$ cat src/hdl/sha_pkg.sv
// Package for the SHA-256 stream hasher: constants, types and round functions.
// Used by every module under hdl; depends on nothing.
package sha_pkg;

	localparam int unsigned WordW = 32;
	localparam int unsigned NumRounds = 64;
	localparam int unsigned QueueDepthDefault = 4;

	typedef enum logic [0:0] {
		OP_ABSORB = 1'b0,
		OP_FINISH = 1'b1
	} op_t;

	// Command from the front end to the compression engine.
	typedef struct packed {
		logic        finish;     // emit digest and reinitialise afterwards
		logic [511:0] block;
	} cmd_t;

	localparam logic [255:0] InitHash = {
		32'h6a09e667, 32'hbb67ae85, 32'h3c6ef372, 32'ha54ff53a,
		32'h510e527f, 32'h9b05688c, 32'h1f83d9ab, 32'h5be0cd19
	};

	localparam logic [31:0] RoundK [NumRounds] = '{
		32'h428a2f98, 32'h71374491, 32'hb5c0fbcf, 32'he9b5dba5, 32'h3956c25b, 32'h59f111f1,
		32'h923f82a4, 32'hab1c5ed5, 32'hd807aa98, 32'h12835b01, 32'h243185be, 32'h550c7dc3,
		32'h72be5d74, 32'h80deb1fe, 32'h9bdc06a7, 32'hc19bf174, 32'he49b69c1, 32'hefbe4786,
		32'h0fc19dc6, 32'h240ca1cc, 32'h2de92c6f, 32'h4a7484aa, 32'h5cb0a9dc, 32'h76f988da,
		32'h983e5152, 32'ha831c66d, 32'hb00327c8, 32'hbf597fc7, 32'hc6e00bf3, 32'hd5a79147,
		32'h06ca6351, 32'h14292967, 32'h27b70a85, 32'h2e1b2138, 32'h4d2c6dfc, 32'h53380d13,
		32'h650a7354, 32'h766a0abb, 32'h81c2c92e, 32'h92722c85, 32'ha2bfe8a1, 32'ha81a664b,
		32'hc24b8b70, 32'hc76c51a3, 32'hd192e819, 32'hd6990624, 32'hf40e3585, 32'h106aa070,
		32'h19a4c116, 32'h1e376c08, 32'h2748774c, 32'h34b0bcb5, 32'h391c0cb3, 32'h4ed8aa4a,
		32'h5b9cca4f, 32'h682e6ff3, 32'h748f82ee, 32'h78a5636f, 32'h84c87814, 32'h8cc70208,
		32'h90befffa, 32'ha4506ceb, 32'hbef9a3f7, 32'hc67178f2
	};

	function automatic logic [31:0] rotr(input logic [31:0] x, input int unsigned n);
		rotr = (x >> n) | (x << (32 - n));
	endfunction

	function automatic logic [31:0] big_s0(input logic [31:0] a);
		big_s0 = rotr(a, 2) ^ rotr(a, 13) ^ rotr(a, 22);
	endfunction

	function automatic logic [31:0] big_s1(input logic [31:0] e);
		big_s1 = rotr(e, 6) ^ rotr(e, 11) ^ rotr(e, 25);
	endfunction

	function automatic logic [31:0] sml_s0(input logic [31:0] w);
		sml_s0 = rotr(w, 7) ^ rotr(w, 18) ^ (w >> 3);
	endfunction

	function automatic logic [31:0] sml_s1(input logic [31:0] w);
		sml_s1 = rotr(w, 17) ^ rotr(w, 19) ^ (w >> 10);
	endfunction

endpackage

$ cat src/hdl/sha_if.sv
// Valid/ready channel interfaces for the SHA-256 stream hasher.
// Depends on nothing.
interface sha_in_if;
	logic       valid;
	logic       ready;
	logic       op;
	logic [7:0] data_byte;
	modport source (output valid, op, data_byte, input ready);
	modport sink (input valid, op, data_byte, output ready);
endinterface


$ cat src/hdl/sha_front.sv
// Front end: packs bytes into 512-bit blocks, pads on finish and issues commands.
// Depends on sha_pkg and sha_if.
module sha_front import sha_pkg::*; (
	input  logic       clk,
	input  logic       arst_n,
	sha_in_if.sink     in_ch,
	output cmd_t       cmd,
	output logic       cmd_valid,
	input  logic       cmd_ready
);

	logic [511:0] block_q;
	logic [5:0]   fill_q;
	logic [60:0]  total_q;
	logic         pend_q;      // a padding-only final block still to issue
	logic [63:0]  len_q;

	logic [511:0] with_byte;
	logic [511:0] with_len;
	logic [7:0]   in_byte;

	always_comb begin
		in_byte = (in_ch.op == OP_FINISH) ? 8'h80 : in_ch.data_byte;
		with_byte = block_q;
		with_byte[511 - {fill_q, 3'b000} -: 8] = in_byte;
		with_len = with_byte;
		with_len[63:0] = {total_q, 3'b000};
	end

	assign in_ch.ready = !pend_q && cmd_ready;

	always_comb begin
		cmd_valid = 1'b0;
		cmd = '{finish: 1'b0, block: with_byte};
		if (pend_q) begin
			cmd_valid = 1'b1;
			cmd.finish = 1'b1;
			cmd.block = {448'd0, len_q};
		end else if (in_ch.valid) begin
			if (in_ch.op == OP_FINISH) begin
				cmd_valid = 1'b1;
				// With more than 55 bytes held the length no longer fits.
				if (fill_q <= 6'd55) begin
					cmd.finish = 1'b1;
					cmd.block = with_len;
				end
			end else if (fill_q == 6'd63) begin
				cmd_valid = 1'b1;
			end
		end
	end

	always_ff @(posedge clk or negedge arst_n) begin
		if (!arst_n) begin
			block_q <= '0;
			fill_q  <= '0;
			total_q <= '0;
			pend_q  <= 1'b0;
			len_q   <= '0;
		end else if (pend_q) begin
			if (cmd_ready) pend_q <= 1'b0;
		end else if (in_ch.valid && in_ch.ready) begin
			if (in_ch.op == OP_FINISH) begin
				block_q <= '0;
				fill_q  <= '0;
				total_q <= '0;
				if (fill_q > 6'd55) begin
					pend_q <= 1'b1;
					len_q  <= {total_q, 3'b000};
				end
			end else begin
				total_q <= total_q + 61'd1;
				fill_q  <= fill_q + 6'd1;
				block_q <= (fill_q == 6'd63) ? '0 : with_byte;
			end
		end
	end

endmodule

$ cat src/flat_wrapper.sv
// flat-port wrapper written by rule: the top's interface ports become plain ports
module sha_front_flat import sha_pkg::*;
  (clk, arst_n, cmd, cmd_valid, cmd_ready, in_ch_valid, in_ch_op, in_ch_data_byte, in_ch_ready);
  sha_in_if in_ch_i ();
  input  logic clk;
  input  logic arst_n;
  output cmd_t cmd;
  output logic cmd_valid;
  input  logic cmd_ready;
  input wire logic [$bits(in_ch_i.valid)-1:0] in_ch_valid;
  input wire logic [$bits(in_ch_i.op)-1:0] in_ch_op;
  input wire logic [$bits(in_ch_i.data_byte)-1:0] in_ch_data_byte;
  output wire logic [$bits(in_ch_i.ready)-1:0] in_ch_ready;
  assign in_ch_i.valid = in_ch_valid;
  assign in_ch_i.op = in_ch_op;
  assign in_ch_i.data_byte = in_ch_data_byte;
  assign in_ch_ready = in_ch_i.ready;
  sha_front u_core (.clk(clk), .arst_n(arst_n), .in_ch(in_ch_i), .cmd(cmd), .cmd_valid(cmd_valid), .cmd_ready(cmd_ready));
endmodule
$ cat config.mk
export PLATFORM = sky130hd
export DESIGN_NAME = sha_front_flat
export DESIGN_NICKNAME = d
export VERILOG_FILES = /design/src/hdl/sha_pkg.sv /design/src/hdl/sha_if.sv /design/src/hdl/sha_front.sv /design/src/flat_wrapper.sv
export SDC_FILE = /design/constraint.sdc
export NUM_CORES = 2
export LEC_CHECK = 0
export ABC_CLOCK_PERIOD_IN_PS = 3900
export BUFFER_PORTS_ARGS = -buffer_cell sky130_fd_sc_hd__buf_4
export CELL_PAD_IN_SITES_DETAIL_PLACEMENT = 1
export CELL_PAD_IN_SITES_GLOBAL_PLACEMENT = 1
export CORE_MARGIN = 2
export CORE_UTILIZATION = 35
export CTS_CLUSTER_SIZE = 28
export DETAILED_ROUTE_END_ITERATION = 7
export GPL_ROUTABILITY_DRIVEN = 0
export PLACE_DENSITY = 0.68
export SLEW_MARGIN = 10
export SYNTH_ARGS = -nofsm -noshare
export SYNTH_HDL_FRONTEND = slang
export SYNTH_SLANG_ARGS = --single-unit
$ cat constraint.sdc
create_clock -name clk -period 3.9 [get_ports clk]
set_input_delay 0.78 -clock clk [delete_from_list [all_inputs] [get_ports clk]]
set_output_delay 0.78 -clock clk [all_outputs]
set_load 0.1 [all_outputs]
==> impl_metrics.tcl <==
set metrics [dict create \
    status "finished clean" \
    min_path_type "input port to asynchronous set/reset pin" \
    grt_overflow 0 \
    worst_pin_slew_ns 1.14 \
    p_per_area_mw_per_mm2 356 \
    cts_tree "built" \
    clock_latency_ns 0.64 \
    synth_edf_count 0 \
    syn_avg_cell_area_um2 8.85 \
    finalSetupViolations 0 \
    antenna_found_initial 4 \
    timing.fmax_ghz 0.259 \
    synthesis.nets 3872 \
    syn-instance-count 3852 \
    fin_ws_ns 0.0415 \
    dp_slack_ns 0.304 \
    seq_area_frac_synth_pct 47.1 \
    cts_buffers 76 \
    final_cell_mix "nand2_1, buf_4, dfrtp_1" \
    required_ns 3.12 \
    post_drt_wl_per_cell_um 26.4 \
    ant_nets 0 \
    rows 114 \
    n_fill_cell 11000 \
    min_period_over_period_pct 98.9 \
    cp_slowest_cell "dfrtp_4" \
    port_buffers 527 \
    fin_nets 4426 \
    firstDrtPassIters 5 \
    final_cell_area_mm2 0.0451 \
    cp_max_fo 19 \
    synth_cell_type_count 60 \
    placed_area_mm2 0.0418 \
    die_area_mm2 0.0999 \
    clock_path_buffers 3 \
    critical-path-top-delay-family "buffers and inverters" \
    drive_gt1_share_pct 32.2 \
    synthFlopType "dfrtp_1" \
    grt_util_all_layers_pct 29.4 \
    slew_headroom_pct 23.3 \
    drt_wl_total_um 152000 \
    path_buf_inv 4 \
    grt_max_degree 136 \
    fp.dieH_um 316 \
    drv_cap 0 \
    p_leak_nw 19.9 \
    fin_skew_ns 0.0233 \
    async_reset_ff_share_pct 100 \
    clkSinkCount 641 \
    timing.critical_path.arrival_ns 3.08 \
    drt_iter0_markers 2719 \
    vias 33700 \
    fp.dieW_um 316 \
    dp_hpwl_um 107000 \
    crit_path_cell_trace "buf_12 > inv_1 > ha_2 > nand4_1 > buf_4 > mux2i_2 > a211oi_2 > a21o_1 > buf_8" \
    clockRootBuffer "clkbuf_16" \
    mostFrequentLayoutCell "nand2_1" \
    period_minus_slack_ns 3.86 \
    ys_ff_latch 641 \
    initial_core_util_pct 35.3 \
    grt_pass1_wl_um 224000 \
    ios 528 \
    crit_type "register to output pin" \
    grt_pass1_vias 33700 \
    drv_slew 0 \
    cp-start-kind "register" \
    finalHoldViolCount 0 \
    clk_pin_slew_ns 0.06 \
    slowest_delay_ns 0.55 \
    ys_warn_count 0 \
    rsz0062_at_grt "yes" \
    core_area_mm2 0.0966 \
    ir_drop_v 0.000279 \
    htreeDepth 3 \
    end_kind "output pin" \
    syn_area_mm2 0.0341 \
    drc_errors 0 \
    areaGrowthSynthToFinish_pct 32.4 \
    post_drt_via_cell_ratio 5.86 \
]
[flip-flops by register name (all words and copies together) (netlist names)]
| name | count |
|---|---|
| u_core.block_q | 512 |
| u_core.len_q | 61 |
| u_core.total_q | 61 |
| u_core.fill_q | 6 |
| u_core.pend_q | 1 |
[timing repair]
action                                  4_1_cts  5_1_grt
endpoints found under the setup margin      282      266
cloned                                        0        3
pin swaps                                     0        3
hold buffers                                  0        0
hold endpoints to repair                      0        0
buffers inserted                              0        5
resized for setup                            68      134
[stage by stage]
stage | power (mW) | utilization [%] | hold slack, ns | setup TNS (ns) | std cells
finish | 16.1 | 46.7 | 0.192 | 0 | 5746
global route | 16.5 | 46.7 | 0.269 | -0.616 | 5745
CTS | 16.1 | 46.2 | 0.275 | -0.665 | 5737
detailed placement | 8.80 | 43.3 | 0.470 | 0 | 5596
global placement | 8.79 | 43.3 | 0.461 | 0 | 5596
floorplan | 7.88 | - | 0.449 | -2.39 | 3852
[final timing paths]
check / to / cells after the start / from / slack, ns
worst max-delay path: cmd[39] / 9 / u_core.fill_q[2] / 0.04
worst min-delay path: u_core.block_q[226] / 1 / arst_n / 0.19
worst max register to register: u_core.block_q[206] / 5 / u_core.pend_q / 0.58
worst min register to register: u_core.block_q[27] / 2 / u_core.block_q[27] / 0.48
max in group asynchronous: u_core.block_q[308] / 2 / arst_n / 2.55
min in group clk: u_core.pend_q / 2 / cmd_ready / 0.41
[cell usage after synthesis (all sizes together), types with 16 or more instances]
cell type | instances | area share [%]
a211oi | 49 | 1.1
a21o | 55 | 1.2
a21oi | 394 | 5.8
a22o | 410 | 11
a32o | 21 | 0.62
and2 | 36 | 0.66
and3 | 16 | 0.29
buf | 40 | 0.58
clkbuf | 238 | 2.6
dfrtp | 641 | 47
mux2 | 61 | 2.0
mux2i | 149 | 4.4
nand2 | 712 | 7.8
nand3 | 65 | 0.97
nand4 | 24 | 0.55
nor2 | 425 | 4.8
nor3 | 106 | 1.7
o21ai | 249 | 3.7
o31ai | 23 | 0.51
or3 | 18 | 0.33
or4 | 23 | 0.51
xor2 | 18 | 0.46
[per-layer routing]
| layer | part of all wire, % | global-route usage [%] |
|---|---|---|
| met1 | 45 | 41.6 |
| met2 | 46 | 46.2 |
| met3 | 6.1 | 4.19 |
| met4 | 3.1 | 10.1 |
| met5 | 0 | 0 |
[area by class of cell]
type | instances | area, um2 | share of cell area [%]
Multi-Input combinational cell | 2926 | 18700 | 41.5
Sequential cell | 641 | 16100 | 35.6
Timing Repair Buffer | 751 | 6200 | 13.7
Clock buffer | 116 | 2260 | 5.02
Tap cell | 1276 | 1600 | 3.54
Clock inverter | 25 | 255 | 0.565
Inverter | 10 | 37.5 | 0.0832
Antenna cell | 1 | 2.50 | 0.00554
[kinds of logic (layout without fill, tap and decap cells)]
group	Yosys count	count (layout)	synth area share, %
other cells	0	1	0
mux	210	210	6.39
fa+ha+maj	7	7	0.257
compound gates	1220	1220	23.9
buf+inv	288	902	3.31
flops	641	641	47.1
simple gates	1466	1469	18.6
xor+xnor	20	20	0.514
[power by group]
part | leakage [nW] | total [mW] | switching [mW] | internal [mW]
clock | 1.22 | 7.30 | 3.08 | 4.22
combinational | 9.80 | 2.02 | 1.56 | 0.456
sequential | 8.92 | 6.73 | 0.0516 | 6.68
Note: power is estimated with default switching activity, not from simulation.
