### src/hdl/sha_pkg.sv
// Package for the SHA-256 stream hasher: constants, types and round functions.
// Used by every module under hdl; depends on nothing.
package sha_pkg;

	localparam int unsigned WordW = 32;
	localparam int unsigned NumRounds = 64;
	localparam int unsigned QueueDepthDefault = 4;

	typedef enum logic [0:0] {
		OP_ABSORB = 1'b0,
		OP_FINISH = 1'b1
	} op_t;

	// Command from the front end to the compression engine.
	typedef struct packed {
		logic        finish;     // emit digest and reinitialise afterwards
		logic [511:0] block;
	} cmd_t;

	localparam logic [255:0] InitHash = {
		32'h6a09e667, 32'hbb67ae85, 32'h3c6ef372, 32'ha54ff53a,
		32'h510e527f, 32'h9b05688c, 32'h1f83d9ab, 32'h5be0cd19
	};

	localparam logic [31:0] RoundK [NumRounds] = '{
		32'h428a2f98, 32'h71374491, 32'hb5c0fbcf, 32'he9b5dba5, 32'h3956c25b, 32'h59f111f1,
		32'h923f82a4, 32'hab1c5ed5, 32'hd807aa98, 32'h12835b01, 32'h243185be, 32'h550c7dc3,
		32'h72be5d74, 32'h80deb1fe, 32'h9bdc06a7, 32'hc19bf174, 32'he49b69c1, 32'hefbe4786,
		32'h0fc19dc6, 32'h240ca1cc, 32'h2de92c6f, 32'h4a7484aa, 32'h5cb0a9dc, 32'h76f988da,
		32'h983e5152, 32'ha831c66d, 32'hb00327c8, 32'hbf597fc7, 32'hc6e00bf3, 32'hd5a79147,
		32'h06ca6351, 32'h14292967, 32'h27b70a85, 32'h2e1b2138, 32'h4d2c6dfc, 32'h53380d13,
		32'h650a7354, 32'h766a0abb, 32'h81c2c92e, 32'h92722c85, 32'ha2bfe8a1, 32'ha81a664b,
		32'hc24b8b70, 32'hc76c51a3, 32'hd192e819, 32'hd6990624, 32'hf40e3585, 32'h106aa070,
		32'h19a4c116, 32'h1e376c08, 32'h2748774c, 32'h34b0bcb5, 32'h391c0cb3, 32'h4ed8aa4a,
		32'h5b9cca4f, 32'h682e6ff3, 32'h748f82ee, 32'h78a5636f, 32'h84c87814, 32'h8cc70208,
		32'h90befffa, 32'ha4506ceb, 32'hbef9a3f7, 32'hc67178f2
	};

	function automatic logic [31:0] rotr(input logic [31:0] x, input int unsigned n);
		rotr = (x >> n) | (x << (32 - n));
	endfunction

	function automatic logic [31:0] big_s0(input logic [31:0] a);
		big_s0 = rotr(a, 2) ^ rotr(a, 13) ^ rotr(a, 22);
	endfunction

	function automatic logic [31:0] big_s1(input logic [31:0] e);
		big_s1 = rotr(e, 6) ^ rotr(e, 11) ^ rotr(e, 25);
	endfunction

	function automatic logic [31:0] sml_s0(input logic [31:0] w);
		sml_s0 = rotr(w, 7) ^ rotr(w, 18) ^ (w >> 3);
	endfunction

	function automatic logic [31:0] sml_s1(input logic [31:0] w);
		sml_s1 = rotr(w, 17) ^ rotr(w, 19) ^ (w >> 10);
	endfunction

endpackage

### src/hdl/sha_queue.sv
// Small command queue between the front end and the compression engine.
// Depends on sha_pkg.
module sha_queue import sha_pkg::*; #(
	parameter int unsigned Depth = QueueDepthDefault
) (
	input  logic clk,
	input  logic arst_n,
	input  cmd_t wr_cmd,
	input  logic wr_valid,
	output logic wr_ready,
	output cmd_t rd_cmd,
	output logic rd_valid,
	input  logic rd_ready
);

	localparam int unsigned AddrW = (Depth > 1) ? $clog2(Depth) : 1;

	cmd_t             mem_q [Depth];
	logic [AddrW-1:0] wp_q;
	logic [AddrW-1:0] rp_q;
	logic [AddrW:0]   cnt_q;

	logic do_wr;
	logic do_rd;

	assign wr_ready = (cnt_q != (AddrW+1)'(Depth));
	assign rd_valid = (cnt_q != '0);
	assign rd_cmd   = mem_q[rp_q];
	assign do_wr    = wr_valid && wr_ready;
	assign do_rd    = rd_valid && rd_ready;

	always_ff @(posedge clk) begin
		if (do_wr) mem_q[wp_q] <= wr_cmd;
	end

	always_ff @(posedge clk or negedge arst_n) begin
		if (!arst_n) begin
			wp_q  <= '0;
			rp_q  <= '0;
			cnt_q <= '0;
		end else begin
			if (do_wr) wp_q <= (wp_q == AddrW'(Depth - 1)) ? '0 : wp_q + 1'b1;
			if (do_rd) rp_q <= (rp_q == AddrW'(Depth - 1)) ? '0 : rp_q + 1'b1;
			cnt_q <= cnt_q + (AddrW+1)'(do_wr) - (AddrW+1)'(do_rd);
		end
	end

endmodule

### config.mk
export PLATFORM = sky130hd
export DESIGN_NAME = sha_queue
export DESIGN_NICKNAME = d
export VERILOG_FILES = /design/src/hdl/sha_pkg.sv /design/src/hdl/sha_queue.sv
export SDC_FILE = /design/constraint.sdc
export NUM_CORES = 1
export LEC_CHECK = 0
export BUFFER_PORTS_ARGS = -buffer_cell sky130_fd_sc_hd__buf_2
export CORE_AREA = 3 3 401 403
export CTS_BUF_LIST = sky130_fd_sc_hd__clkbuf_4 sky130_fd_sc_hd__clkbuf_8
export DETAILED_ROUTE_END_ITERATION = 7
export DIE_AREA = 0 0 404 406
export MAX_ROUTING_LAYER = met4
export PLACE_DENSITY = 0.7
export SYNTH_ARGS = -nofsm -noshare
export SYNTH_HDL_FRONTEND = slang
export SYNTH_SLANG_ARGS = --single-unit
### constraint.sdc
create_clock -name clk -period 11.9 [get_ports clk]
set_input_delay 1.19 -clock clk [delete_from_list [all_inputs] [get_ports clk]]
set_output_delay 1.19 -clock clk [all_outputs]
set_load 0.01 [all_outputs]
==> impl_summary.txt <==
----------------------------------------------------
[Worst hold path]
  Worst min-delay path category ... in2reg
  Launch instance of the worst min-delay path ... wr_cmd[290]
  Cell depth of the worst hold path ... 1
  Worst hold path endpoint ... mem_q[3][290]$_DFFE_PP_

[Clock tree]
  Master cell of the clock root buffer ... sky130_fd_sc_hd__clkbuf_8
  Post_cts resized ... 0
  Number of buffers created by CTS ... approximately 340
  CTS tree ... built
  Longest Clk Path Bufs ... 4
  Post CTS Setup Buffer Count ... 0
  Clock sinks ... 2059
  CTS H-tree depth ... 5
  Cts-stage hold buffer count ... 1
  Register clock-pin slew on the reported worst setup and hold paths ... around 0.060 ns
  Clock insertion delay at the later pin of the skew report ... 1.03 ns

[STA]
  Final setup slack of the worst path ... between 6 and 7 ns
  Max-slew violation count ... 0
  Transition time of the tightest slew-check pin ... 1.11 ns
  Clock skew after layout ... 0.0861 ns
  Worst slew margin relative to its limit ... 0.258
  Share of the clock period used by the worst path ... 0.462
  Final hold violations ... 0
  Fmax ... 0.182 GHz
  Post-layout min period ... approximately 5.5 ns
  Unrepaired setup endpoints after global routing ... false
  Number of endpoints failing setup at the final stage ... 0

[Critical path]
  Largest stage delay on the critical path ... roughly 0.94 ns
  Critical path class ... reg2out
  Critical path peak fanout ... 100
  CP Capture Type ... output port
  CP Launch Type ... flip-flop
  Critical path's slowest cell ... sky130_fd_sc_hd__dfrtp_4
  Startpoint of the worst register-to-register path ... cnt_q[1]$_DFF_PN0_
  Number of cells traversed by the worst register-to-register path ... 5
  Slack of the worst reg-to-reg path ... 8.05 ns
  Endpoint of the lowest-slack register-to-register path ... mem_q[2][358]$_DFFE_PP_
  Crit-path cells ... buf_4 > buf_12 > mux4_2 > buf_2
  Data arrival time of the critical path ... 4.31 ns
  CP Data Required Time ... 10.71 ns

[Route]
  Wire length the detailed router placed on met1 ... 59300 um
  Drt via density ... 5.37
  Final WL ... approximately 160000 um
  Via count ... 34500
  Wirelength per Cell ... 25.3 um
  Total DRC errors in the routed layout ... 0
  Antenna Violating Nets Remaining ... 0
  Initial DRC Count ... 3118
  First-pass detailed-route iteration total ... 5
  Detailed route wirelength on metal2 ... 81100 um
  Top layer reached by signal wires ... met4
  DR WL met3 ... 16700 um

[Synth]
  Mux cell area share after synthesis ... 0.156
  Most frequent cell after synthesis ... sky130_fd_sc_hd__edfxtp_1
  Number of warnings issued by yosys ... 0
  Biggest area contributors in the synthesized netlist ... sky130_fd_sc_hd__edfxtp_1, sky130_fd_sc_hd__mux4_2, sky130_fd_sc_hd__buf_4, sky130_fd_sc_hd__buf_2, sky130_fd_sc_hd__dfrtp_1
  Share of synthesized cell area in full adder, half adder and majority cells ... 0.00145
  Combinational family with the most area after synthesis ... multiplexers
  Most frequently used flop master after synthesis ... sky130_fd_sc_hd__edfxtp_1
  Post-synth top area cell ... sky130_fd_sc_hd__edfxtp_1
  Share of synthesized cell area in and, or, nand and nor gates ... 0.000775
  Synthesized-area fraction occupied by ao, oa, aoi and oai cells ... 0
  Mapped cell area ... 74300 sq um
  Post-Syn Instances ... 2717
  Sequential fraction of the synthesis area ... 0.832
  Post-synth ARST share ... 0.00340
  Mapped Avg Cell Area ... 27.3 sq um
  Synth Net Count ... between 3000 and 4000
  XOR/XNOR Fraction of Synth Area ... 0.000236
  EDFF count, synth ... 2052
  Commonest cells post-synth ... sky130_fd_sc_hd__edfxtp_1, sky130_fd_sc_hd__mux4_2, sky130_fd_sc_hd__buf_2, sky130_fd_sc_hd__buf_4, sky130_fd_sc_hd__buf_1
  Number of synthesized register bits ... 2059
  Post-synthesis cell type count ... 19
  Share of Yosys cell area claimed by the top area cell type ... 0.830

[Global route]
  Aggregate global routing overflow ... 0
  Number of antenna violations at the first check in global routing ... 104
  Tot GR Track Use ... 0.202
  Number of global-route vias before repair ... about 36000
  First-pass GRT wire length ... 236000 um
  Largest net degree at the start of global routing ... 144

[Cells and area]
  Fillcell total ... 11500
  Post-Route Utilization ... 0.561
  Non-Filler Instances ... 6417
  Nets ... between 4000 and 5000
  Share of final-layout standard cells stronger than drive strength 1 ... 0.490
  Synthesis-to-finish area growth ... 19.2%

[Floorplanning]
  Overall die width ... ~400 um
  Starting density of the core ... 0.470
  Boundary pin count ... 1032
  Placeable core region ... 158000 sq um
  Row Count ... 146
  Die Ht ... 406 um
  Die Area ... about 160000 sq um

[Placed design]
  Detail Placement HPWL ... ~100000 um
  Placed Cells incl. Taps ... 5741
  IO Port Bufs ... 1031
  Post-placement worst setup slack ... between 7 and 8 ns
  Routability congestion estimate from global placement ... ~0.82

[Flow run]
  Max Cap Viol ... 0

[Pwr]
  Power density over cell area ... ~250 nW/um^2
  Leakage ... 29.9 nW
  VDD IR-drop max ... around 270 uV

[Status]
  Outcome ... complete, no violations

----------------------------------------------------
==> where the power goes <==
part           leakage, nW  internal [mW]  switching [mW]
Combinational         7.66           2.77            3.77
Sequential            18.9           9.58           0.326
Clock                 3.37           3.24            2.60
Total                 29.9           15.6            6.69
==> how the worst max path moves through the flow <==
stage | from | end | slack [ns] | cells past startpoint
after global placement | rp_q[0]$_DFFE_PN0P_ | rd_cmd[292] | 7.28 | 4
after floorplan | wr_valid | mem_q[3][0]$_DFFE_PP_ | -1.86 | 1
after detailed placement | rp_q[0]$_DFFE_PN0P_ | rd_cmd[233] | 7.26 | 4
final | rp_q[0]$_DFFE_PN0P_ | rd_cmd[233] | 6.40 | 4
after CTS | rp_q[0]$_DFFE_PN0P_ | rd_cmd[233] | 6.14 | 4
after global routing | rp_q[0]$_DFFE_PN0P_ | rd_cmd[233] | 5.89 | 4
==> sequential cells by signal, indices dropped and copies added, names as in the netlist <==
register and flops:
mem_q 2052, rp_q 2, cnt_q 3, wp_q 2
==> cell usage in the layout, fill, tap and decap left out <==
cell type / instances
sky130_fd_sc_hd__clkinvlp_4: 4
sky130_fd_sc_hd__and2_1: 1
sky130_fd_sc_hd__or3_1: 1
sky130_fd_sc_hd__or3b_1: 1
sky130_fd_sc_hd__buf_2: 1031
sky130_fd_sc_hd__clkinv_1: 86
sky130_fd_sc_hd__inv_6: 3
sky130_fd_sc_hd__mux2_2: 4
sky130_fd_sc_hd__and3_4: 4
sky130_fd_sc_hd__bufinv_16: 12
sky130_fd_sc_hd__fa_1: 1
sky130_fd_sc_hd__buf_4: 18
sky130_fd_sc_hd__clkbuf_4: 85
sky130_fd_sc_hd__dfrtp_4: 2
sky130_fd_sc_hd__nand2_1: 1
sky130_fd_sc_hd__nor2_1: 2
sky130_fd_sc_hd__diode_2: 100
sky130_fd_sc_hd__dfrtp_1: 5
sky130_fd_sc_hd__edfxtp_1: 2052
sky130_fd_sc_hd__dlygate4sd3_1: 1
sky130_fd_sc_hd__clkinv_2: 34
sky130_fd_sc_hd__clkbuf_8: 351
sky130_fd_sc_hd__mux4_2: 513
sky130_fd_sc_hd__ha_1: 7
sky130_fd_sc_hd__xnor2_1: 2
sky130_fd_sc_hd__inv_1: 7
sky130_fd_sc_hd__buf_12: 17
==> cells by family after synthesis <==
kind of cell	count (synthesis)
XOR/XNOR	2
adder cells (fa/ha/maj)	8
buffers and inverters	121
flip-flops	2059
multiplexers	517
AND/OR/NAND/NOR	10
==> metal layers <==
layer | up-vias | track usage
met4 | 0 | 0.0817
met1 | 18000 | 0.237
met2 | 1422 | 0.314
li1 | 14700 | -
met3 | 340 | 0.0796
met5 | - | -
==> layout make-up <==
class                   count  area (sq um)  area share
flip-flops and latches   2059         61800       0.698
diodes                    100           250     0.00283
repair buffers           1067          5650      0.0638
clock buffers             436          5470      0.0618
inverters                   7          26.3    0.000297
multi-input cells         537         11800       0.133
clock inverters           139           910      0.0103
well taps                2072          2590      0.0293
==> worst max-delay path: cells and delay by family, from the launching register on <==
| kind | cells | cell delay [ns] |
|---|---|---|
| buffers and inverters | 3 | 1.48 |
| DFF | 1 | 0.94 |
| muxes | 1 | 0.61 |
==> stage by stage <==
step | power (mW) | setup TNS [ns] | area, sq um | hold WS, ns
2_1_floorplan | 14.5 | -956.23 | 74300 | 0.451
3_3_place_gp | 16.7 | 0 | 81900 | 0.476
3_5_place_dp | 16.7 | 0 | 81900 | 0.485
4_1_cts | 22.6 | 0 | 88200 | 0.227
5_1_grt | 23.3 | 0 | 88400 | 0.260
6_report | 22.3 | 0 | 88500 | 0.371
No activity file was read; power rests on OpenSTA's default activity.
