## src/hdl/sha_pkg.sv

```systemverilog
// Package for the SHA-256 stream hasher: constants, types and round functions.
// Used by every module under hdl; depends on nothing.
package sha_pkg;

	localparam int unsigned WordW = 32;
	localparam int unsigned NumRounds = 64;
	localparam int unsigned QueueDepthDefault = 4;

	typedef enum logic [0:0] {
		OP_ABSORB = 1'b0,
		OP_FINISH = 1'b1
	} op_t;

	// Command from the front end to the compression engine.
	typedef struct packed {
		logic        finish;     // emit digest and reinitialise afterwards
		logic [511:0] block;
	} cmd_t;

	localparam logic [255:0] InitHash = {
		32'h6a09e667, 32'hbb67ae85, 32'h3c6ef372, 32'ha54ff53a,
		32'h510e527f, 32'h9b05688c, 32'h1f83d9ab, 32'h5be0cd19
	};

	localparam logic [31:0] RoundK [NumRounds] = '{
		32'h428a2f98, 32'h71374491, 32'hb5c0fbcf, 32'he9b5dba5, 32'h3956c25b, 32'h59f111f1,
		32'h923f82a4, 32'hab1c5ed5, 32'hd807aa98, 32'h12835b01, 32'h243185be, 32'h550c7dc3,
		32'h72be5d74, 32'h80deb1fe, 32'h9bdc06a7, 32'hc19bf174, 32'he49b69c1, 32'hefbe4786,
		32'h0fc19dc6, 32'h240ca1cc, 32'h2de92c6f, 32'h4a7484aa, 32'h5cb0a9dc, 32'h76f988da,
		32'h983e5152, 32'ha831c66d, 32'hb00327c8, 32'hbf597fc7, 32'hc6e00bf3, 32'hd5a79147,
		32'h06ca6351, 32'h14292967, 32'h27b70a85, 32'h2e1b2138, 32'h4d2c6dfc, 32'h53380d13,
		32'h650a7354, 32'h766a0abb, 32'h81c2c92e, 32'h92722c85, 32'ha2bfe8a1, 32'ha81a664b,
		32'hc24b8b70, 32'hc76c51a3, 32'hd192e819, 32'hd6990624, 32'hf40e3585, 32'h106aa070,
		32'h19a4c116, 32'h1e376c08, 32'h2748774c, 32'h34b0bcb5, 32'h391c0cb3, 32'h4ed8aa4a,
		32'h5b9cca4f, 32'h682e6ff3, 32'h748f82ee, 32'h78a5636f, 32'h84c87814, 32'h8cc70208,
		32'h90befffa, 32'ha4506ceb, 32'hbef9a3f7, 32'hc67178f2
	};

	function automatic logic [31:0] rotr(input logic [31:0] x, input int unsigned n);
		rotr = (x >> n) | (x << (32 - n));
	endfunction

	function automatic logic [31:0] big_s0(input logic [31:0] a);
		big_s0 = rotr(a, 2) ^ rotr(a, 13) ^ rotr(a, 22);
	endfunction

	function automatic logic [31:0] big_s1(input logic [31:0] e);
		big_s1 = rotr(e, 6) ^ rotr(e, 11) ^ rotr(e, 25);
	endfunction

	function automatic logic [31:0] sml_s0(input logic [31:0] w);
		sml_s0 = rotr(w, 7) ^ rotr(w, 18) ^ (w >> 3);
	endfunction

	function automatic logic [31:0] sml_s1(input logic [31:0] w);
		sml_s1 = rotr(w, 17) ^ rotr(w, 19) ^ (w >> 10);
	endfunction

endpackage

```

## src/hdl/sha_if.sv

```systemverilog


interface sha_out_if;
	logic        valid;
	logic        ready;
	logic [31:0] digest_word;
	logic [2:0]  word_index;
	logic        last;
	modport source (output valid, digest_word, word_index, last, input ready);
	modport sink (input valid, digest_word, word_index, last, output ready);
endinterface

```

## src/hdl/sha_engine.sv

```systemverilog
// Compression engine: one round per cycle, message schedule in a 16-word window,
// then eight digest words out on a finish command. Depends on sha_pkg and sha_if.
module sha_engine import sha_pkg::*; (
	input  logic   clk,
	input  logic   arst_n,
	input  cmd_t   cmd,
	input  logic   cmd_valid,
	output logic   cmd_ready,
	sha_out_if.source out_ch
);

	typedef enum logic [2:0] {
		ST_IDLE  = 3'b001,
		ST_ROUND = 3'b010,
		ST_EMIT  = 3'b100
	} state_t;

	state_t        state_q;
	logic [5:0]    rnd_q;
	logic [31:0]   w_q [16];
	logic [31:0]   v_q [8];
	logic [255:0]  chain_q;
	logic          fin_q;
	logic [2:0]    idx_q;

	logic [31:0] t1, t2, w_new;
	logic [31:0] v_nx [8];

	always_comb begin
		t1 = v_q[7] + big_s1(v_q[4]) + ((v_q[4] & v_q[5]) ^ (~v_q[4] & v_q[6]))
			+ RoundK[rnd_q] + w_q[0];
		t2 = big_s0(v_q[0]) + ((v_q[0] & v_q[1]) ^ (v_q[0] & v_q[2]) ^ (v_q[1] & v_q[2]));
		w_new = w_q[0] + sml_s0(w_q[1]) + w_q[9] + sml_s1(w_q[14]);
		for (int i = 1; i < 8; i++) v_nx[i] = v_q[i-1];
		v_nx[0] = t1 + t2;
		v_nx[4] = v_q[3] + t1;
	end

	assign cmd_ready         = (state_q == ST_IDLE);
	assign out_ch.valid       = (state_q == ST_EMIT);
	assign out_ch.digest_word = chain_q[255 - {idx_q, 5'd0} -: 32];
	assign out_ch.word_index  = idx_q;
	assign out_ch.last        = (idx_q == 3'd7);

	always_ff @(posedge clk or negedge arst_n) begin
		if (!arst_n) begin
			state_q <= ST_IDLE;
			rnd_q   <= '0;
			idx_q   <= '0;
			fin_q   <= 1'b0;
			chain_q <= InitHash;
		end else begin
			case (state_q)
				ST_IDLE: begin
					if (cmd_valid) begin
						state_q <= ST_ROUND;
						rnd_q   <= '0;
						fin_q   <= cmd.finish;
					end
				end
				ST_ROUND: begin
					rnd_q <= rnd_q + 6'd1;
					if (rnd_q == 6'(NumRounds - 1)) begin
						for (int i = 0; i < 8; i++) begin
							chain_q[255 - 32*i -: 32] <= chain_q[255 - 32*i -: 32] + v_nx[i];
						end
						idx_q   <= '0;
						state_q <= fin_q ? ST_EMIT : ST_IDLE;
					end
				end
				ST_EMIT: begin
					if (out_ch.ready) begin
						idx_q <= idx_q + 3'd1;
						if (idx_q == 3'd7) begin
							chain_q <= InitHash;
							state_q <= ST_IDLE;
						end
					end
				end
				default: state_q <= ST_IDLE;
			endcase
		end
	end

	// Working variables and schedule window carry no reset.
	always_ff @(posedge clk) begin
		if (state_q == ST_IDLE) begin
			for (int i = 0; i < 16; i++) w_q[i] <= cmd.block[511 - 32*i -: 32];
			for (int i = 0; i < 8; i++) v_q[i] <= chain_q[255 - 32*i -: 32];
		end else if (state_q == ST_ROUND) begin
			for (int i = 0; i < 15; i++) w_q[i] <= w_q[i+1];
			w_q[15] <= w_new;
			for (int i = 0; i < 8; i++) v_q[i] <= v_nx[i];
		end
	end

endmodule

```

## src/flat_wrapper.sv

```systemverilog
// flat-port wrapper written by rule: the top's interface ports become plain ports
module sha_engine_flat import sha_pkg::*;
  (clk, arst_n, cmd, cmd_valid, cmd_ready, out_ch_valid, out_ch_digest_word, out_ch_word_index, out_ch_last, out_ch_ready);
  sha_out_if out_ch_i ();
  input  logic clk;
  input  logic arst_n;
  input  cmd_t cmd;
  input  logic cmd_valid;
  output logic cmd_ready;
  output wire logic [$bits(out_ch_i.valid)-1:0] out_ch_valid;
  output wire logic [$bits(out_ch_i.digest_word)-1:0] out_ch_digest_word;
  output wire logic [$bits(out_ch_i.word_index)-1:0] out_ch_word_index;
  output wire logic [$bits(out_ch_i.last)-1:0] out_ch_last;
  input wire logic [$bits(out_ch_i.ready)-1:0] out_ch_ready;
  assign out_ch_valid = out_ch_i.valid;
  assign out_ch_digest_word = out_ch_i.digest_word;
  assign out_ch_word_index = out_ch_i.word_index;
  assign out_ch_last = out_ch_i.last;
  assign out_ch_i.ready = out_ch_ready;
  sha_engine u_core (.clk(clk), .arst_n(arst_n), .cmd(cmd), .cmd_valid(cmd_valid), .cmd_ready(cmd_ready), .out_ch(out_ch_i));
endmodule
```

## config.mk

```make
export PLATFORM = sky130hd
export DESIGN_NAME = sha_engine_flat
export DESIGN_NICKNAME = d
export VERILOG_FILES = /design/src/hdl/sha_pkg.sv /design/src/hdl/sha_if.sv /design/src/hdl/sha_engine.sv /design/src/flat_wrapper.sv
export SDC_FILE = /design/constraint.sdc
export NUM_CORES = 2
export LEC_CHECK = 0
export CORE_ASPECT_RATIO = 0.8
export CORE_MARGIN = 8
export CORE_UTILIZATION = 40
export DETAILED_ROUTE_END_ITERATION = 16
export DONT_BUFFER_PORTS = 1
export PLACE_DENSITY = 0.5
export RECOVER_POWER = 50
export REMOVE_ABC_BUFFERS = 1
export SLEW_MARGIN = 20
export SYNTH_ARGS = -nofsm -noshare
export SYNTH_HDL_FRONTEND = slang
export SYNTH_SLANG_ARGS = --single-unit
```

## constraint.sdc

```tcl
create_clock -name clk -period 25 [get_ports clk]
set_clock_uncertainty 0.05 [all_clocks]
set_input_delay 2.5 -clock clk [delete_from_list [all_inputs] [get_ports clk]]
set_output_delay 2.5 -clock clk [all_outputs]
set_load 0.01 [all_outputs]
```

==> results.py <==
metrics = {
    "run_status": {
        "status": "finished with violations",
        "violations": "capacitance limit, slew limit",
    },
    "cts": {
        "cts-buffers-inserted": 116,
        "clock_sinks": 1037,
        "cts_tree": "built",
        "clock_latency_ps": 790,
        "clk_pin_slew_worst_paths_ps": 80,
        "cts_resized": 0,
        "postCtsSetupRepairBufs": 0,
        "cts_root_buf": "clkbuf_16",
        "ctsHtreeMaxLevel": 3,
        "clockBufferDepth": 3,
        "ctsHoldBuffers": 0,
    },
    "routing": {
        "num_vias": 56270,
        "drcViolationCount": 0,
        "drt-total-wl_mm": 266.2,
        "first_pass_iters": 5,
        "final_antenna_net_count": 0,
        "wl_per_cell_um": 26.54,
        "drt_iter0_drc": 5682,
        "via_per_inst": 5.610,
    },
    "floorplan": {
        "die_y_um": 393.1,
        "rows": 138,
        "die-area_um2": 191600,
        "fp.dieW_um": 487.4,
        "io_pins": 555,
        "start_util": 0.4022,
        "core_um2": 176800,
    },
    "sta": {
        "max_freq_mhz": 68.52,
        "relSlewSlack": -5.165,
        "finalCriticalPeriod_ps": 14590,
        "fin_tns_setup_ps": 0,
        "worst_pin_slew_ps": 9247,
        "setup_violations": 0,
        "hold_violations": 0,
        "slew_violations": 1187,
        "period_share": 0.5838,
        "rsz0062_at_grt": "no",
    },
    "critical_path": {
        "path_max_fanout": 163,
        "worstSetupPathType": "flop to flop",
        "slowest_stage": "clkbuf_1",
        "cp-start-kind": "flop",
        "critPathMaxStageDelay_ps": 6360,
        "cp.arrival_ps": 14950,
        "endpoint_kind": "flop",
        "cp_cell_sequence": "nor2_1 -> nand2_1 -> nand2_1 -> clkbuf_1 -> buf_4 -> buf_4",
        "crit_required_ps": 25350,
    },
    "final_layout": {
        "syn2layout_area_growth_pct": 8.534,
        "drive_gt1_frac": 0.07418,
        "final_cell_mix": "2,422 x nand2_1, 768 x edfxtp_1, 495 x a21oi_1",
        "finalNonFillerCells": 10030,
        "fill_cells": 17430,
        "layout_commonest_cell": "nand2_1",
        "final_nets": 8639,
    },
    "placed_design": {
        "place.gp.congestion": 0.9481,
        "place.port_buffers": 0,
        "dp_hpwl_mm": 200.1,
        "dp_cells": 9793,
    },
    "yosys": {
        "synth_edf_count": 768,
        "avgSynthCellArea_um2": 9.243,
        "seq_area_frac_synth": 0.4214,
        "synth_seq_cells": 1037,
        "async_flop_share": 0.2594,
        "yosys_warnings": 0,
        "synth_ff_type": "edfxtp_1",
        "netlist-cell-type-count": 96,
        "syn_inst": 7693,
        "synthesis.area_um2": 71110,
    },
    "job": {
        "drv_cap": 16,
    },
    "global_route": {
        "grt_pass1_wl_mm": 382.9,
        "grt_pass1_vias": 53660,
        "grt_remaining_overflow": 0,
        "grtUsageTotal": 0.2690,
        "antenna_found_initial": 27,
        "grt_max_degree": 270,
    },
    "min_path": {
        "worstHoldPathType": "flop to flop",
    },
}
==> synthesized netlist by cell type (all sizes together) (9+ instances only) <==
cell    count  area (um2)
clkbuf    327        1227
mux2       69       777.0
and2       17       106.4
a211o      12       105.1
or2        11       68.81
a211oi     33       252.7
o21a       42       315.3
o22a       15       131.4
and3       29       181.4
buf        40       157.7
a221oi      9       91.34
nand2b     77       481.7
o22ai      13       81.33
or3        19       118.9
a21boi     17       127.6
mux2i      35       350.3
a21oi     498        2507
inv       314        1179
maj3       21       210.2
mux4       72        1622
nor3       65       325.3
dfrtp     132        3303
o21ai     381        1914
ha        396        4955
a31oi      50       319.1
dfstp     137        3600
xnor2     369        3232
a21o      188        1411
nand4      22       137.6
edfxtp    768       23060
xor2      205        1803
o31ai      31       256.5
fa        195        3904
nand2    2422        9091
nor2b      51       321.6
and4        9       78.83
nor2      337        1265
o211ai     19       147.6
nand3      70       350.3
a31o       12       113.9
o21bai     44       330.3
==> layout make-up <==
class / count / area (um2) / area share
Sequential cell: 1037 / 29980 / 0.3884
Clock inverter: 50 / 500.5 / 0.006485
Tap cell: 2380 / 2978 / 0.03858
Inverter: 314 / 1180 / 0.01529
Antenna cell: 20 / 50.05 / 0.0006485
Timing Repair Buffer: 87 / 636.9 / 0.008252
Multi-Input combinational cell: 5975 / 38600 / 0.5001
Clock buffer: 167 / 3257 / 0.04220
==> routing by layer <==
layer,up-vias,share of wire,global-route usage
met5,-,0.00013,0
li1,26060,-,-
met1,28120,0.48,0.4171
met2,1866,0.42,0.3918
met4,6,0.015,0.04728
met3,216,0.077,0.05257
==> through the flow <==
| stage | setup slack (ps) | utilization | cell area [um2] | hold WS, ps |
|---|---|---|---|---|
| after floorplan | -15250 | - | 69720 | 406.5 |
| after global placement | 13590 | 0.4157 | 73490 | 428.6 |
| after global routing | 9415 | 0.4365 | 77180 | 454.0 |
| after detailed placement | 13430 | 0.4157 | 73500 | 432.5 |
| after CTS | 13350 | 0.4369 | 77260 | 441.5 |
| final | 10410 | 0.4365 | 77180 | 447.2 |
==> kinds of logic (layout without fill, tap and decap cells) <==
family	after synthesis	in the layout	share of synthesized area
flip-flops	1037	1037	0.4214
other	0	20	0
AND/OR/NAND/NOR	3156	3156	0.1791
XOR/XNOR	575	575	0.07116
AO/OA/AOI/OAI	1456	1456	0.1261
adder cells (fa/ha/maj)	612	612	0.1275
multiplexers	176	176	0.03866
buffers and inverters	681	618	0.03605
==> sequential cells by signal (all words and copies together), names as in the netlist <==
signal                    count
u_core.w_q                  512
u_core.chain_q              256
u_core.v_q                  256
u_core.rnd_q                  6
u_core.out_ch.word_index      3
u_core.state_q                3
u_core.fin_q                  1
==> worst max-delay path: cells and delay by family, from the launching register on <==
| family | cells | cell delay [ps] |
|---|---|---|
| DFF | 1 | 410 |
| and+or+nand+nor | 3 | 4430 |
| buffers and inverters | 3 | 8750 |
==> worst paths after layout <==
check | endpoint | depth (start not counted) | startpoint | slack, ps
min reg2reg | u_core.state_q[2] | 2 | u_core.fin_q | 450
min in group asynchronous | u_core.chain_q[191] | 0 | arst_n | 1410
max reg2reg | u_core.w_q[0][105] | 6 | u_core.state_q[2] | 10410
min | u_core.state_q[2] | 2 | u_core.fin_q | 450
max | u_core.w_q[0][105] | 6 | u_core.state_q[2] | 10410
max in group asynchronous | u_core.chain_q[13] | 0 | arst_n | 22740
Power is left out: the tool's default activity adds up to more than one toggle a clock period on the data nets, which glitch-free logic cannot reach.
